### config.mk
export PLATFORM = sky130hd
export DESIGN_NAME = info_frame_byte_stuffer
export DESIGN_NICKNAME = d
export VERILOG_FILES = /design/src/hdl/ifbs_pkg.sv /design/src/hdl/ifbs_front.sv /design/src/hdl/ifbs_queue.sv /design/src/hdl/ifbs_back.sv /design/src/hdl/info_frame_byte_stuffer.sv
export SDC_FILE = /design/constraint.sdc
export NUM_CORES = 1
export LEC_CHECK = 0
export BUFFER_PORTS_ARGS = -buffer_cell sky130_fd_sc_hd__buf_2
export CAP_MARGIN = 30
export CELL_PAD_IN_SITES_DETAIL_PLACEMENT = 0
export CELL_PAD_IN_SITES_GLOBAL_PLACEMENT = 1
export CORE_ASPECT_RATIO = 0.8
export CORE_MARGIN = 2
export CORE_UTILIZATION = 42
export DETAILED_ROUTE_END_ITERATION = 12
export GPL_ROUTABILITY_DRIVEN = 0
export GPL_TIMING_DRIVEN = 0
export PLACE_DENSITY_LB_ADDON = 0.1
export SLEW_MARGIN = 30
export SYNTH_ARGS = -nofsm -noshare
export SYNTH_HDL_FRONTEND = slang
export SYNTH_SLANG_ARGS = --single-unit
### constraint.sdc
create_clock -name aclk -period 2.3 [get_ports aclk]
set_input_delay 0.345 -clock aclk [delete_from_list [all_inputs] [get_ports aclk]]
set_output_delay 0.345 -clock aclk [all_outputs]
set_load 0.05 [all_outputs]
### src/hdl/ifbs_pkg.sv
`timescale 1ns / 1ps

package ifbs_pkg;

    // framing and escape bytes
    localparam logic [7:0] FRAME_FLAG = 8'h7E;
    localparam logic [7:0] ESC_BYTE   = 8'h7D;
    localparam logic [7:0] ESC_XOR    = 8'h20;
    localparam logic [7:0] CTRL_SEQ0  = 8'h00;
    localparam logic [7:0] CTRL_SEQ1  = 8'h02;
    localparam logic [7:0] ADDR_RESET = 8'h03;

    // register map
    localparam int        PADDR_W      = 3;
    localparam logic      REG_ADDRESS  = 1'b0;

    // one request as classified by the front part
    typedef struct packed {
        logic       hdr;
        logic [7:0] addr;
        logic [7:0] ctrl;
        logic [7:0] data;
        logic       esc;
        logic       last;
        logic [7:0] bcc2;
    } job_t;

    // output byte positions within a request
    typedef enum logic [2:0] {
        SLOT_FLAG_OPEN,
        SLOT_ADDR,
        SLOT_CTRL,
        SLOT_BCC1,
        SLOT_DATA,
        SLOT_ESC,
        SLOT_BCC2,
        SLOT_FLAG_CLOSE
    } slot_t;

endpackage

### src/hdl/ifbs_front.sv
`timescale 1ns / 1ps

module ifbs_front (
    input  logic              aclk,
    input  logic              aresetn,
    input  logic              s_tvalid,
    output logic              s_tready,
    input  logic [7:0]        s_tdata,   // [7:0] payload_byte
    input  logic              s_tuser,   // [0] seq_bit
    input  logic              s_tlast,   // last_byte
    input  logic [7:0]        address_byte,
    input  logic              q_full,
    output logic              q_push,
    output ifbs_pkg::job_t    q_job
);

    logic       in_frame_reg, in_frame_next;
    logic [7:0] parity_reg, parity_next;
    logic [7:0] ctrl;
    logic [7:0] parity_sum;

    // accept whenever the queue has room
    assign s_tready = !q_full;
    assign q_push   = s_tvalid && !q_full;

    // classify the request
    always_comb begin
        ctrl       = s_tuser ? ifbs_pkg::CTRL_SEQ1 : ifbs_pkg::CTRL_SEQ0;
        parity_sum = (in_frame_reg ? parity_reg : 8'h00) ^ s_tdata;
        q_job.hdr  = !in_frame_reg;
        q_job.addr = address_byte;
        q_job.ctrl = ctrl;
        q_job.data = s_tdata;
        q_job.esc  = (s_tdata == ifbs_pkg::FRAME_FLAG) || (s_tdata == ifbs_pkg::ESC_BYTE);
        q_job.last = s_tlast;
        q_job.bcc2 = parity_sum;
    end

    // frame state and running parity
    always_comb begin
        in_frame_next = in_frame_reg;
        parity_next   = parity_reg;
        if (q_push) begin
            in_frame_next = !s_tlast;
            parity_next   = s_tlast ? 8'h00 : parity_sum;
        end
    end

    always_ff @(posedge aclk) begin
        if (!aresetn) begin
            in_frame_reg <= 1'b0;
            parity_reg   <= 8'h00;
        end else begin
            in_frame_reg <= in_frame_next;
            parity_reg   <= parity_next;
        end
    end

endmodule

### src/hdl/ifbs_queue.sv
`timescale 1ns / 1ps

module ifbs_queue #(
    parameter int DEPTH = 4
) (
    input  logic              aclk,
    input  logic              aresetn,
    input  logic              push,
    input  ifbs_pkg::job_t    push_job,
    output logic              full,
    input  logic              pop,
    output ifbs_pkg::job_t    head_job,
    output logic              empty
);

    localparam int PTR_W = (DEPTH > 1) ? $clog2(DEPTH) : 1;
    localparam int CNT_W = $clog2(DEPTH + 1);

    ifbs_pkg::job_t mem [DEPTH];
    logic [PTR_W-1:0] wr_ptr_reg, wr_ptr_next;
    logic [PTR_W-1:0] rd_ptr_reg, rd_ptr_next;
    logic [CNT_W-1:0] count_reg, count_next;

    assign full     = (count_reg == CNT_W'(DEPTH));
    assign empty    = (count_reg == '0);
    assign head_job = mem[rd_ptr_reg];

    // pointer and fill count update
    always_comb begin
        wr_ptr_next = wr_ptr_reg;
        rd_ptr_next = rd_ptr_reg;
        count_next  = count_reg;
        if (push) begin
            wr_ptr_next = (wr_ptr_reg == PTR_W'(DEPTH - 1)) ? '0 : wr_ptr_reg + 1'b1;
        end
        if (pop) begin
            rd_ptr_next = (rd_ptr_reg == PTR_W'(DEPTH - 1)) ? '0 : rd_ptr_reg + 1'b1;
        end
        if (push && !pop) begin
            count_next = count_reg + 1'b1;
        end else if (pop && !push) begin
            count_next = count_reg - 1'b1;
        end
    end

    always_ff @(posedge aclk) begin
        if (!aresetn) begin
            wr_ptr_reg <= '0;
            rd_ptr_reg <= '0;
            count_reg  <= '0;
        end else begin
            wr_ptr_reg <= wr_ptr_next;
            rd_ptr_reg <= rd_ptr_next;
            count_reg  <= count_next;
        end
    end

    // storage
    always_ff @(posedge aclk) begin
        if (push) begin
            mem[wr_ptr_reg] <= push_job;
        end
    end

endmodule

### src/hdl/ifbs_back.sv
`timescale 1ns / 1ps

module ifbs_back (
    input  logic              aclk,
    input  logic              aresetn,
    input  ifbs_pkg::job_t    head_job,
    input  logic              q_empty,
    output logic              q_pop,
    output logic              m_tvalid,
    input  logic              m_tready,
    output logic [7:0]        m_tdata,   // [7:0] out_byte
    output logic              m_tuser,   // [0] frame_end
    output logic              m_tlast    // run_end
);

    ifbs_pkg::slot_t slot_reg, slot_next, cur_slot, step_slot;
    logic       busy_reg, busy_next;
    logic       valid_reg, valid_next;
    logic [7:0] data_reg, data_next;
    logic       last_reg, last_next;
    logic       user_reg, user_next;
    logic [7:0] byte_sel;
    logic       done;
    logic       fire;

    assign m_tvalid = valid_reg;
    assign m_tdata  = data_reg;
    assign m_tlast  = last_reg;
    assign m_tuser  = user_reg;

    // sequencer over the byte positions of the head request
    always_comb begin
        if (busy_reg) begin
            cur_slot = slot_reg;
        end else begin
            cur_slot = head_job.hdr ? ifbs_pkg::SLOT_FLAG_OPEN : ifbs_pkg::SLOT_DATA;
        end

        fire = !q_empty && (!valid_reg || m_tready);

        unique case (cur_slot)
            ifbs_pkg::SLOT_FLAG_OPEN: begin
                byte_sel  = ifbs_pkg::FRAME_FLAG;
                step_slot = ifbs_pkg::SLOT_ADDR;
                done      = 1'b0;
            end
            ifbs_pkg::SLOT_ADDR: begin
                byte_sel  = head_job.addr;
                step_slot = ifbs_pkg::SLOT_CTRL;
                done      = 1'b0;
            end
            ifbs_pkg::SLOT_CTRL: begin
                byte_sel  = head_job.ctrl;
                step_slot = ifbs_pkg::SLOT_BCC1;
                done      = 1'b0;
            end
            ifbs_pkg::SLOT_BCC1: begin
                byte_sel  = head_job.addr ^ head_job.ctrl;
                step_slot = ifbs_pkg::SLOT_DATA;
                done      = 1'b0;
            end
            ifbs_pkg::SLOT_DATA: begin
                byte_sel  = head_job.esc ? ifbs_pkg::ESC_BYTE : head_job.data;
                step_slot = head_job.esc ? ifbs_pkg::SLOT_ESC : ifbs_pkg::SLOT_BCC2;
                done      = !head_job.esc && !head_job.last;
            end
            ifbs_pkg::SLOT_ESC: begin
                // flag maps to 0x5e, escape to 0x5d
                byte_sel  = head_job.data ^ ifbs_pkg::ESC_XOR;
                step_slot = ifbs_pkg::SLOT_BCC2;
                done      = !head_job.last;
            end
            ifbs_pkg::SLOT_BCC2: begin
                byte_sel  = head_job.bcc2;
                step_slot = ifbs_pkg::SLOT_FLAG_CLOSE;
                done      = 1'b0;
            end
            ifbs_pkg::SLOT_FLAG_CLOSE: begin
                byte_sel  = ifbs_pkg::FRAME_FLAG;
                step_slot = ifbs_pkg::SLOT_FLAG_OPEN;
                done      = 1'b1;
            end
            default: begin
                byte_sel  = ifbs_pkg::FRAME_FLAG;
                step_slot = ifbs_pkg::SLOT_FLAG_OPEN;
                done      = 1'b1;
            end
        endcase

        q_pop      = fire && done;
        busy_next  = busy_reg;
        slot_next  = slot_reg;
        valid_next = valid_reg;
        data_next  = data_reg;
        last_next  = last_reg;
        user_next  = user_reg;

        if (fire) begin
            busy_next  = !done;
            slot_next  = step_slot;
            valid_next = 1'b1;
            data_next  = byte_sel;
            last_next  = done;
            user_next  = (cur_slot == ifbs_pkg::SLOT_FLAG_CLOSE);
        end else if (m_tready) begin
            valid_next = 1'b0;
        end
    end

    // control state
    always_ff @(posedge aclk) begin
        if (!aresetn) begin
            busy_reg  <= 1'b0;
            slot_reg  <= ifbs_pkg::SLOT_FLAG_OPEN;
            valid_reg <= 1'b0;
        end else begin
            busy_reg  <= busy_next;
            slot_reg  <= slot_next;
            valid_reg <= valid_next;
        end
    end

    // output register payload
    always_ff @(posedge aclk) begin
        data_reg <= data_next;
        last_reg <= last_next;
        user_reg <= user_next;
    end

endmodule

### src/hdl/info_frame_byte_stuffer.sv
`timescale 1ns / 1ps
// Information frame byte stuffer.
// Input stream: one payload byte per request on s_tdata, the frame's sequence
// bit on s_tuser (sampled only on the first byte of a frame) and s_tlast on
// the final payload byte. Output stream: one framed byte per request on
// m_tdata, m_tlast on the last byte caused by an input request, m_tuser on
// the closing flag of a frame.
// The first byte of a frame is preceded by flag, address, control and BCC1.
// Payload flag and escape bytes are sent as two-byte escape sequences. The
// last byte is followed by BCC2 (unstuffed XOR of the payload) and a flag.
// A front stage classifies each request into a four-entry queue; a back
// sequencer emits one byte per cycle into an output register unless the
// queue is empty or the output is stalled. An input yields 1 or 2 output
// bytes mid-frame, plus 4 for a header and 2 for a trailer. An accepted
// input is written into the queue, then the back sequencer loads its first
// byte into the output register. When m_tready is low the output register
// holds and the queue keeps accepting until it is full, then s_tready drops.
// Reset clears the frame state, queue and output valid; address_byte
// (APB byte address 0) returns to 0x03.

module info_frame_byte_stuffer #(
    parameter int QUEUE_DEPTH = 4
) (
    input  logic                          aclk,
    input  logic                          aresetn,
    input  logic                          s_tvalid,
    output logic                          s_tready,
    input  logic [7:0]                    s_tdata,   // [7:0] payload_byte
    input  logic                          s_tuser,   // [0] seq_bit
    input  logic                          s_tlast,
    output logic                          m_tvalid,
    input  logic                          m_tready,
    output logic [7:0]                    m_tdata,   // [7:0] out_byte
    output logic                          m_tuser,   // [0] frame_end
    output logic                          m_tlast,
    input  logic                          psel,
    input  logic                          penable,
    input  logic                          pwrite,
    input  logic [ifbs_pkg::PADDR_W-1:0]  paddr,
    input  logic [31:0]                   pwdata,
    output logic [31:0]                   prdata,
    output logic                          pready
);

    logic [7:0]     addr_reg, addr_next;
    logic           reg_sel;
    logic           q_full, q_push, q_pop, q_empty;
    ifbs_pkg::job_t push_job, head_job;

    // register file
    assign pready  = 1'b1;
    assign reg_sel = (paddr[2] == ifbs_pkg::REG_ADDRESS);
    assign prdata  = reg_sel ? {24'h000000, addr_reg} : 32'h00000000;

    always_comb begin
        addr_next = addr_reg;
        if (psel && penable && pwrite && pready && reg_sel) begin
            addr_next = pwdata[7:0];
        end
    end

    always_ff @(posedge aclk) begin
        if (!aresetn) begin
            addr_reg <= ifbs_pkg::ADDR_RESET;
        end else begin
            addr_reg <= addr_next;
        end
    end

    ifbs_front u_front (
        .aclk         (aclk),
        .aresetn      (aresetn),
        .s_tvalid     (s_tvalid),
        .s_tready     (s_tready),
        .s_tdata      (s_tdata),
        .s_tuser      (s_tuser),
        .s_tlast      (s_tlast),
        .address_byte (addr_reg),
        .q_full       (q_full),
        .q_push       (q_push),
        .q_job        (push_job)
    );

    ifbs_queue #(
        .DEPTH (QUEUE_DEPTH)
    ) u_queue (
        .aclk     (aclk),
        .aresetn  (aresetn),
        .push     (q_push),
        .push_job (push_job),
        .full     (q_full),
        .pop      (q_pop),
        .head_job (head_job),
        .empty    (q_empty)
    );

    ifbs_back u_back (
        .aclk     (aclk),
        .aresetn  (aresetn),
        .head_job (head_job),
        .q_empty  (q_empty),
        .q_pop    (q_pop),
        .m_tvalid (m_tvalid),
        .m_tready (m_tready),
        .m_tdata  (m_tdata),
        .m_tuser  (m_tuser),
        .m_tlast  (m_tlast)
    );

endmodule

; ---- Word level (Yosys, flattened, before mapping)
; Memory sizes are Yosys's and may differ from the RTL's. A register that Yosys moved wholly into a read port is not among the register bits.
; Index checks and enable logic that the tools add are counted.
[op_classes]
multipliers = 0
n_bitwise = 4
mux = 21
reduce_logical = 27
div_mod_pow = 0
n_eq_ne = 12
shift = 0
n_addsub = 4
magnitude_cmp = 0
[op_table]
columns = operator, n
row1 = $pmux W8 S7, 1
row2 = $mux W8, 4
row3 = $pmux W3 S8, 1
row4 = $eq A8 B7 Y1 const B, 2
row5 = $xor A8 B8 Y8, 2
row6 = $eq A3 B3 Y1 const B, 5
row7 = $mux W2, 6
row8 = $mux W3, 4
row9 = $logic_not A1 Y1, 10
row10 = $logic_and A1 B1 Y1, 9
row11 = $eq A3 B2 Y1 const B, 2
row12 = $logic_not A3 Y1, 2
row13 = $reduce_or A5 Y1, 1
row14 = $add A2 B1 Y2 const B, 2
row15 = $eq A2 B2 Y1 const B, 2
row16 = $mux W1, 4
row17 = $pmux W1 S4, 1
row18 = $reduce_bool A2 Y1, 2
row19 = $add A3 B1 Y3 const B, 1
row20 = $eq A3 B1 Y1 const B, 1
row21 = $sub A3 B1 Y3 const B, 1
row22 = $logic_or A1 B1 Y1, 2
row23 = $not A1 Y1, 2
row24 = $reduce_or A2 Y1, 1
[word_totals]
register_bits = 39
ramBits = 116
n_memories = 1
input_bits = 52
output_inout_bits = 45
rom_bits = 0
latch_bits = 0
[mem_list]
columns = name, words, width, read_ports, rd_clocked_by_memory_dff, write_ports, line
row1 = u_queue.mem, 4, 29, 1, 1, 1, ifbs_queue.sv:19  ; ifbs_pkg::job_t mem [DEPTH];

; ---- Logic depth before layout (Yosys ltp)
; Gate-level depths: netlist of the first run.
[depth]
depth_word = 9
ltp_mapped = 12
mapped_depth_nobuf = 10

; ---- Hierarchy
; From an unflattened synthesis of the first run, not the netlist that was laid out.
[hier_totals]
hier_cells = 491
hier_area_um2 = 7900.1
[modules_own_cells]
columns = mod, area_each_um2, instances, cells_each, seq_area_each_um2
row1 = ifbs_queue, 5560.3, 1, 227, 4384.2
row2 = ifbs_back, 1064.8, 1, 121, 400.4
row3 = ifbs_front, 674.4, 1, 73, 180.2
row4 = info_frame_byte_stuffer, 600.6, 1, 70, 160.2

; ---- Worst setup path before layout of the first run
; Ideal clock, no wire load.
[synth_timing]
path_type = reg2reg
from = register u_queue.count_reg[0]
to = register u_queue.count_reg[2]
t_arrival_ns = 2.799
path_slack_ns = -0.575
required_time_ns = 2.224
path_buffers = 2
stages_incl_launch_ff = 12
path_cell_list = dfxtp_1 or3b_1 clkbuf_1 nand2_1 inv_1 clkbuf_1 ha_1 inv_1 fa_1 xor2_1 or3_1 a21boi_0
[synth_between]
word_cells_on_any_way = 16
[synth_rtl]
columns = element, line
row1 = from (decl), ifbs_queue.sv:22  ; logic [CNT_W-1:0] count_reg, count_next;
row2 = from (signal assigned), ifbs_queue.sv:54  ; count_reg <= count_next;
row3 = $eq A3 B3 Y1 (*), ifbs_queue.sv:24  ; assign full = (count_reg == CNT_W'(DEPTH));
row4 = $logic_not A1 Y1 (*), -
row5 = via s_tready, info_frame_byte_stuffer.sv:27  ; output logic s_tready,
row6 = $logic_and A1 B1 Y1 (*), ifbs_front.sv:24  ; assign q_push = s_tvalid && !q_full;
row7 = via q_push, info_frame_byte_stuffer.sv:47  ; logic q_full, q_push, q_pop, q_empty;
row8 = $logic_not A1 Y1, ifbs_queue.sv:41  ; end else if (pop && !push) begin
row9 = $logic_and A1 B1 Y1, ifbs_queue.sv:41
row10 = $reduce_bool A2 Y1 (no source line), -
; Mark *: on every way through the listed nets, which the timed path passes. The rest lies on a longest branch. The select of a mux whose other input is x is not followed.
; A chain may end at the register's enable or synchronous reset.

==> results of run 1 <==
## power by group through the flow
| stage | Combinational [mW] | Sequential (mW) | Clock (mW) |
|---|---|---|---|
| finish | 2.26 | 3.60 | 2.64 |
| global route | 2.46 | 3.64 | 2.84 |
| CTS | 2.27 | 3.61 | 2.70 |
| detailed placement | 2.21 | 3.66 | 0 |
| global placement | 2.14 | 3.66 | 0 |
| floorplan | 1.28 | 3.95 | 0 |
## path summary, 6_finish.rpt
path,to,slack (ns),from,cells past startpoint
setup / recovery,u_queue.count_reg[2],-0.11,flop,10
hold reg to reg,flop,0.49,u_queue.rd_ptr_reg[1],2
hold / removal,addr_reg[0],0.13,pwdata[0],3
setup reg to reg,u_queue.count_reg[2],-0.11,flop,10
## through the flow
step,util [%],instances,setup TNS (ns),hold WS (ns)
floorplan,-,454,-0.0953,0.444
global placement,46.9,688,-17.34,0.477
detailed placement,47.7,692,-0.911,0.486
CTS,51.8,727,-0.240,0.123
global route,52.0,728,-0.451,0.129
finish,52.0,728,-0.180,0.135
## cells by family after synthesis
group,share of synthesized area [%]
other,0.116
flip-flops,66.2
adder cells (fa/ha/maj),1.47
multiplexers,10.2
buffers and inverters,5.03
AO/OA/AOI/OAI,7.22
XOR/XNOR,1.76
AND/OR/NAND/NOR,7.95
## worst max-delay path: cells and delay by family, from the launching register on
family | cells | cell delay, ns
DFF | 1 | 0.37
and+or+nand+nor | 2 | 0.41
xor gates and xnor gates | 1 | 0.07
muxes | 1 | 0.52
AOI/OAI and AO/OA | 3 | 0.53
buffers and inverters | 1 | 0.05
adders and majority gates | 2 | 0.39
## cell type report
type	count	area share, %
Sequential cell	153	54.9
Multi-Input combinational cell	244	25.5
Clock buffer	17	5.45
Timing Repair Buffer	53	4.68
Buffer	46	4.12
Tap cell	189	3.03
Clock inverter	15	1.76
Inverter	11	0.529
## metal layers
layer | up-vias | routed length, um | global-route usage [%]
met5 | - | 0 | 0
met4 | 0 | 199 | 6.14
met3 | 18 | 889 | 4.58
met2 | 91 | 6210 | 27.2
met1 | 1812 | 6180 | 25.2
li1 | 1775 | - | -
## Yosys cell counts, types with 2 or more instances
library cell,number
xor2_1,3
buf_2,5
inv_1,10
a21oi_1,10
nand3_1,8
nand2_1,49
nor3_1,5
and3_1,4
a21oi_2,2
mux4_2,28
nor3_2,2
buf_1,2
mux2i_1,3
a21o_1,3
nor3b_1,2
xnor2_1,10
clkbuf_1,11
a31oi_1,3
o211ai_1,2
edfxtp_1,122
dfxtp_1,31
nor2_1,5
o21ai_0,14
nor2b_1,19
conb_1,2
a21boi_0,10
a2bb2oi_1,9
buf_4,28
a32oi_1,5
ha_1,6
## repair_timing
| item | in CTS | in global routing |
|---|---|---|
| endpoints found under the setup margin | 8 | 3 |
| setup buffers | 3 | 1 |
| pin swaps | 2 | 0 |
| hold buffers | 0 | 0 |
| gates resized for setup | 10 | 4 |
==> summary.md, run 1 <==
| Metric | Value |
|---|---|
| Total power | `8.50 mW` |
| Critical path's slowest cell | `mux4_2` |
| Yosys warnings | `0` |
| Clock Latency Late Sink | `0.43 ns` |
| Sw Ratio | `32.4%` |
| Clk_skew | `0.0114 ns` |
| Drt total wl | `13500 um` |
| Clock-pin slew on the worst setup and hold paths | `0.07 ns` |
| Fillers | `1287` |
| H-tree depth | `4` |
| Placement Cell Area | `7170 um2` |
| I/O Buffers | `45` |
| First-pass GRT wire length | `21000 um` |
| Leading post-synthesis cells by cell area | `edfxtp_1 57%, mux4_2 9.8%, dfxtp_1 9.6%, buf_4 3.3%, nand2_1 2.8%` |
| Commonest cells after routing, fill and taps aside | `122 x edfxtp_1, 50 x buf_2, 49 x nand2_1` |
| Longest Clk Path Bufs | `2` |
| Maxcap violations | `0` |
| 1st-iter DRT viols | `198` |
| Crit end category | `flop` |
| Total CTS buffers | `17` |
| Final min period | `2.41 ns` |
| Async S/R FF share, synth | `0%` |
| Cell area after synthesis | `6470 um2` |
| ANT nets after route | `0` |
| Post-synthesis sequential area ratio | `66.2%` |
| Area grow syn2layout | `20.8%` |
| Share of layout cells above drive strength 1 | `31.4%` |
| Top reg by flops | `u_queue.mem` |
| Die Y | `115 um` |
| Part of the power in the clock network | `31.1%` |
| Cell area after layout | `7810 um2` |
| Post-synth EDFFs | `122` |
| Initial core utilization | `43.1%` |
| Final Hold Fails | `0` |
| Post-Syn Instances | `431` |
| Switching pwr | `2.75 mW` |
| Multi-input gate area | `1990 um2` |
| Crit path kind | `reg -> reg` |
| VDD IR max | `0.000555 V` |
| Final routed DRC violation total | `0` |
| CP max stage delay | `0.52 ns` |
| Post-synth top flop | `edfxtp_1` |
| Synth area leader | `edfxtp_1` |
| Max Clk Rate | `414 MHz` |
| Share of the synthesized area in the top cell type | `56.6%` |
| Synthesized area per cell | `15.0 um2` |
| ANT cells | `0` |
| Hold WC Path Type | `in -> reg` |
| CP cell instances | `mux4_2 -> a21o_1 -> a31oi_4 -> nand2_4 -> ha_4 -> inv_2 -> fa_2 -> xor2_1 -> or3_1 -> a21boi_1` |
| Grt ovf | `0` |
| Failing checks | `setup timing` |
| Relative slew margins | `52.4%` |
| DR vias | `3696` |
| Sequential share of power | `42.4%` |
| WP data arrival | `2.78 ns` |
| Core Area | `15000 um2` |
| Drt via density | `5.08` |
| Unique cell type count in the Yosys netlist | `48` |
| Drt wl/cell | `18.5 um` |
| CP max FO | `3` |
| Worst slew pin tran | `0.712 ns` |
| Num rows | `40` |
| Number of primary I/O pins | `97` |
| RSZ-0062 raised after global routing | `yes` |
| Commonest non-fill, non-tap cell in the layout | `edfxtp_1` |
| Vias in the first global route | `3648` |
| Required time worst endpoint | `2.66 ns` |
| FF+latch count, synth | `153` |
| Die area | `16400 um2` |
| Dpl ws | `-0.371 ns` |
| Largest net degree at the start of global routing | `20` |
| Pint | `5.75 mW` |
| Final Cycle Share | `105%` |
| Pins over their slew limit | `0` |
| Die W | `143 um` |
| Run status | `complete, but fails checks` |
| Setup crit start kind | `flop` |
| Sink Count | `153` |
| CTS root buf | `clkbuf_16` |
| Combinational fraction of design power | `26.6%` |
| Setup-failing EPs final | `2` |
| Final worst setup slack | `-0.113 ns` |
| Power per Cell Area | `1090 nW/um2` |
| Static leakage | `2.79 nW` |
| Gr usage total | `17.8%` |
| Drt pass-1 iters | `4` |
| Nets | `585` |
| Number of flip-flops in the largest register | `112` |
| Initial antenna violation count | `0` |
| Storage cell area | `4290 um2` |
| Post-detail-place hpwl | `9210 um` |
| CTS tree | `built` |
No activity file was read; power rests on OpenSTA's default activity.
==> inputs of run 2 (changes only) <==
Settings changed: PLACE_DENSITY set to 0.78, PLACE_DENSITY_LB_ADDON 0.1 to unset.
==> run 2 against run 1 <==
- the run still ends with setup timing left
- combinational power about the same
- core utilization grew 0.31 points
- sequential cell count did not move
- critical path type unchanged
- largest power group unchanged
- power up 3.2%
- largest cell class unchanged
- clock-buffer cell count rose by 1
- worst hold slack worse by 0.0019 ns
- setup slack better by 0.031 ns
- via count up 3.0%
- fmax up 1.3%
- sequential power about the same
- global-route usage shrank 0.31 points
==> summary.md, run 2 (synthesized netlist as in run 1, its figures left out) <==
| Metric | Value |
|---|---|
| Run status | `complete, but fails checks` |
| Failing checks | `setup timing` |
| Clk_skew | `0.00694 ns` |
| Final Cycle Share | `104%` |
| Clock Latency Late Sink | `0.42 ns` |
| Post-detail-place hpwl | `9240 um` |
| Final min period | `2.38 ns` |
| CP max stage delay | `0.52 ns` |
| Final routed DRC violation total | `0` |
| Initial core utilization | `43.1%` |
| I/O Buffers | `45` |
| Nets | `585` |
| Die Y | `115 um` |
| Setup-failing EPs final | `2` |
| Required time worst endpoint | `2.65 ns` |
| Share of layout cells above drive strength 1 | `30.4%` |
| Final core occ | `52.3%` |
| Die W | `143 um` |
| H-tree depth | `4` |
| WP data arrival | `2.73 ns` |
| Commonest non-fill, non-tap cell in the layout | `edfxtp_1` |
| Kind of cell adding the most delay to the critical path | `multiplexers` |
| Top reg by flops | `u_queue.mem` |
| Hold WC Path Type | `in -> reg` |
| Worst slew pin tran | `0.974 ns` |
| Drt pass-1 iters | `5` |
| Setup crit start kind | `flop` |
| Drt via density | `5.23` |
| Number of flip-flops in the largest register | `112` |
| Initial antenna violation count | `0` |
| Fillers | `1241` |
| VDD IR max | `0.000700 V` |
| Num rows | `40` |
| CP max FO | `3` |
| Static leakage | `2.81 nW` |
| Pins over their slew limit | `0` |
| Cell area after layout | `7860 um2` |
| Total power | `8.77 mW` |
| CP cell instances | `mux4_2 -> a21o_1 -> a31oi_4 -> nand2_4 -> ha_4 -> inv_2 -> fa_2 -> xor2_1 -> or3_1 -> a21boi_1` |
| Vias in the first global route | `3771` |
| Final Hold Fails | `0` |
| First-pass GRT wire length | `21000 um` |
| Drt wl/cell | `18.5 um` |
| Clock-pin slew on the worst setup and hold paths | `0.06 ns` |
| Non-Filler Instances | `728` |
| Max Clk Rate | `420 MHz` |
| Crit end category | `flop` |
| DR vias | `3808` |
| ANT cells | `0` |
| Critical path's slowest cell | `mux4_2` |
| CTS root buf | `clkbuf_16` |
| Area grow syn2layout | `21.5%` |
| Relative slew margins | `34.1%` |
| Die area | `16400 um2` |
| Crit path buf inv count | `1` |
| Grt ovf | `0` |
| Hold Buf Count CTS | `0` |
| RSZ-0062 raised after global routing | `yes` |
| Crit path kind | `reg -> reg` |
| Number of primary I/O pins | `97` |
| Final worst setup slack | `-0.0827 ns` |
| Largest net degree at the start of global routing | `20` |
| Maxcap violations | `0` |
| 1st-iter DRT viols | `257` |
| Commonest cells after routing, fill and taps aside | `122 x edfxtp_1, 49 x nand2_1, 49 x buf_2` |
| Gr usage total | `17.5%` |
| CTS tree | `built` |
| Total CTS buffers | `17` |
| Dpl ws | `-0.321 ns` |
| ANT nets after route | `0` |
| Drt total wl | `13400 um` |
| Longest Clk Path Bufs | `2` |
| Sink Count | `153` |
| Power per Cell Area | `1120 nW/um2` |
| Core Area | `15000 um2` |
| # placed instances | `692` |
| Placement Cell Area | `7160 um2` |
-- run 2: cell count changes in the layout (fill, tap and decap cells not counted), sizes merged --
cell / delta
buf: -1
bufinv: +3
clkbuf: +2
inv: -4
-- run 2: layout make-up --
type | instances | area [um2] | share of cell area [%]
Tap cell | 189 | 236 | 3.01
Buffer | 46 | 324 | 4.12
Timing Repair Buffer | 53 | 365 | 4.65
Sequential cell | 153 | 4290 | 54.6
Clock inverter | 14 | 196 | 2.50
Inverter | 11 | 41.3 | 0.525
Clock buffer | 18 | 429 | 5.46
Multi-Input combinational cell | 244 | 1980 | 25.2
-- run 2: final timing paths --
kind	startpoint	end	slack [ns]	depth (start not counted)
max reg2reg	flop	u_queue.count_reg[2]	-0.08	10
max	flop	u_queue.count_reg[2]	-0.08	10
min	pwdata[0]	addr_reg[0]	0.13	3
min reg2reg	u_queue.rd_ptr_reg[1]	flop	0.51	2
-- run 2: per-layer routing --
layer / routed length, um / track usage [%] / vias to the layer above
li1: - / - / 1772
met5: 0 / 0 / -
met2: 6450 / 28.1 / 128
met4: 204 / 5.48 / 0
met3: 866 / 4.54 / 21
met1: 5920 / 23.7 / 1887
-- run 2: worst min-delay path, cell delays in order --
cell and delay [ns]:
buf_2 0.07, nand2_1 0.04, nand3_1 0.06
-- run 2: stage by stage --
step           setup TNS, ns  hold WS [ns]
6_report              -0.116         0.133
2_1_floorplan        -0.0953         0.444
4_1_cts               -0.199         0.124
3_3_place_gp           -9.18         0.474
3_5_place_dp          -0.901         0.485
5_1_grt               -0.349         0.130
-- run 2: repair_timing --
action,CTS,global route
pin swaps,6,2
endpoints found under the setup margin,9,5
buffers inserted,4,0
resized for setup,11,1
-- run 2: where the power goes --
| group | switching [mW] | total (mW) | internal [mW] |
|---|---|---|---|
| sequential | 0.159 | 3.61 | 3.45 |
| clock | 1.09 | 2.91 | 1.82 |
| combinational | 1.46 | 2.25 | 0.797 |
| total | 2.71 | 8.77 | 6.07 |
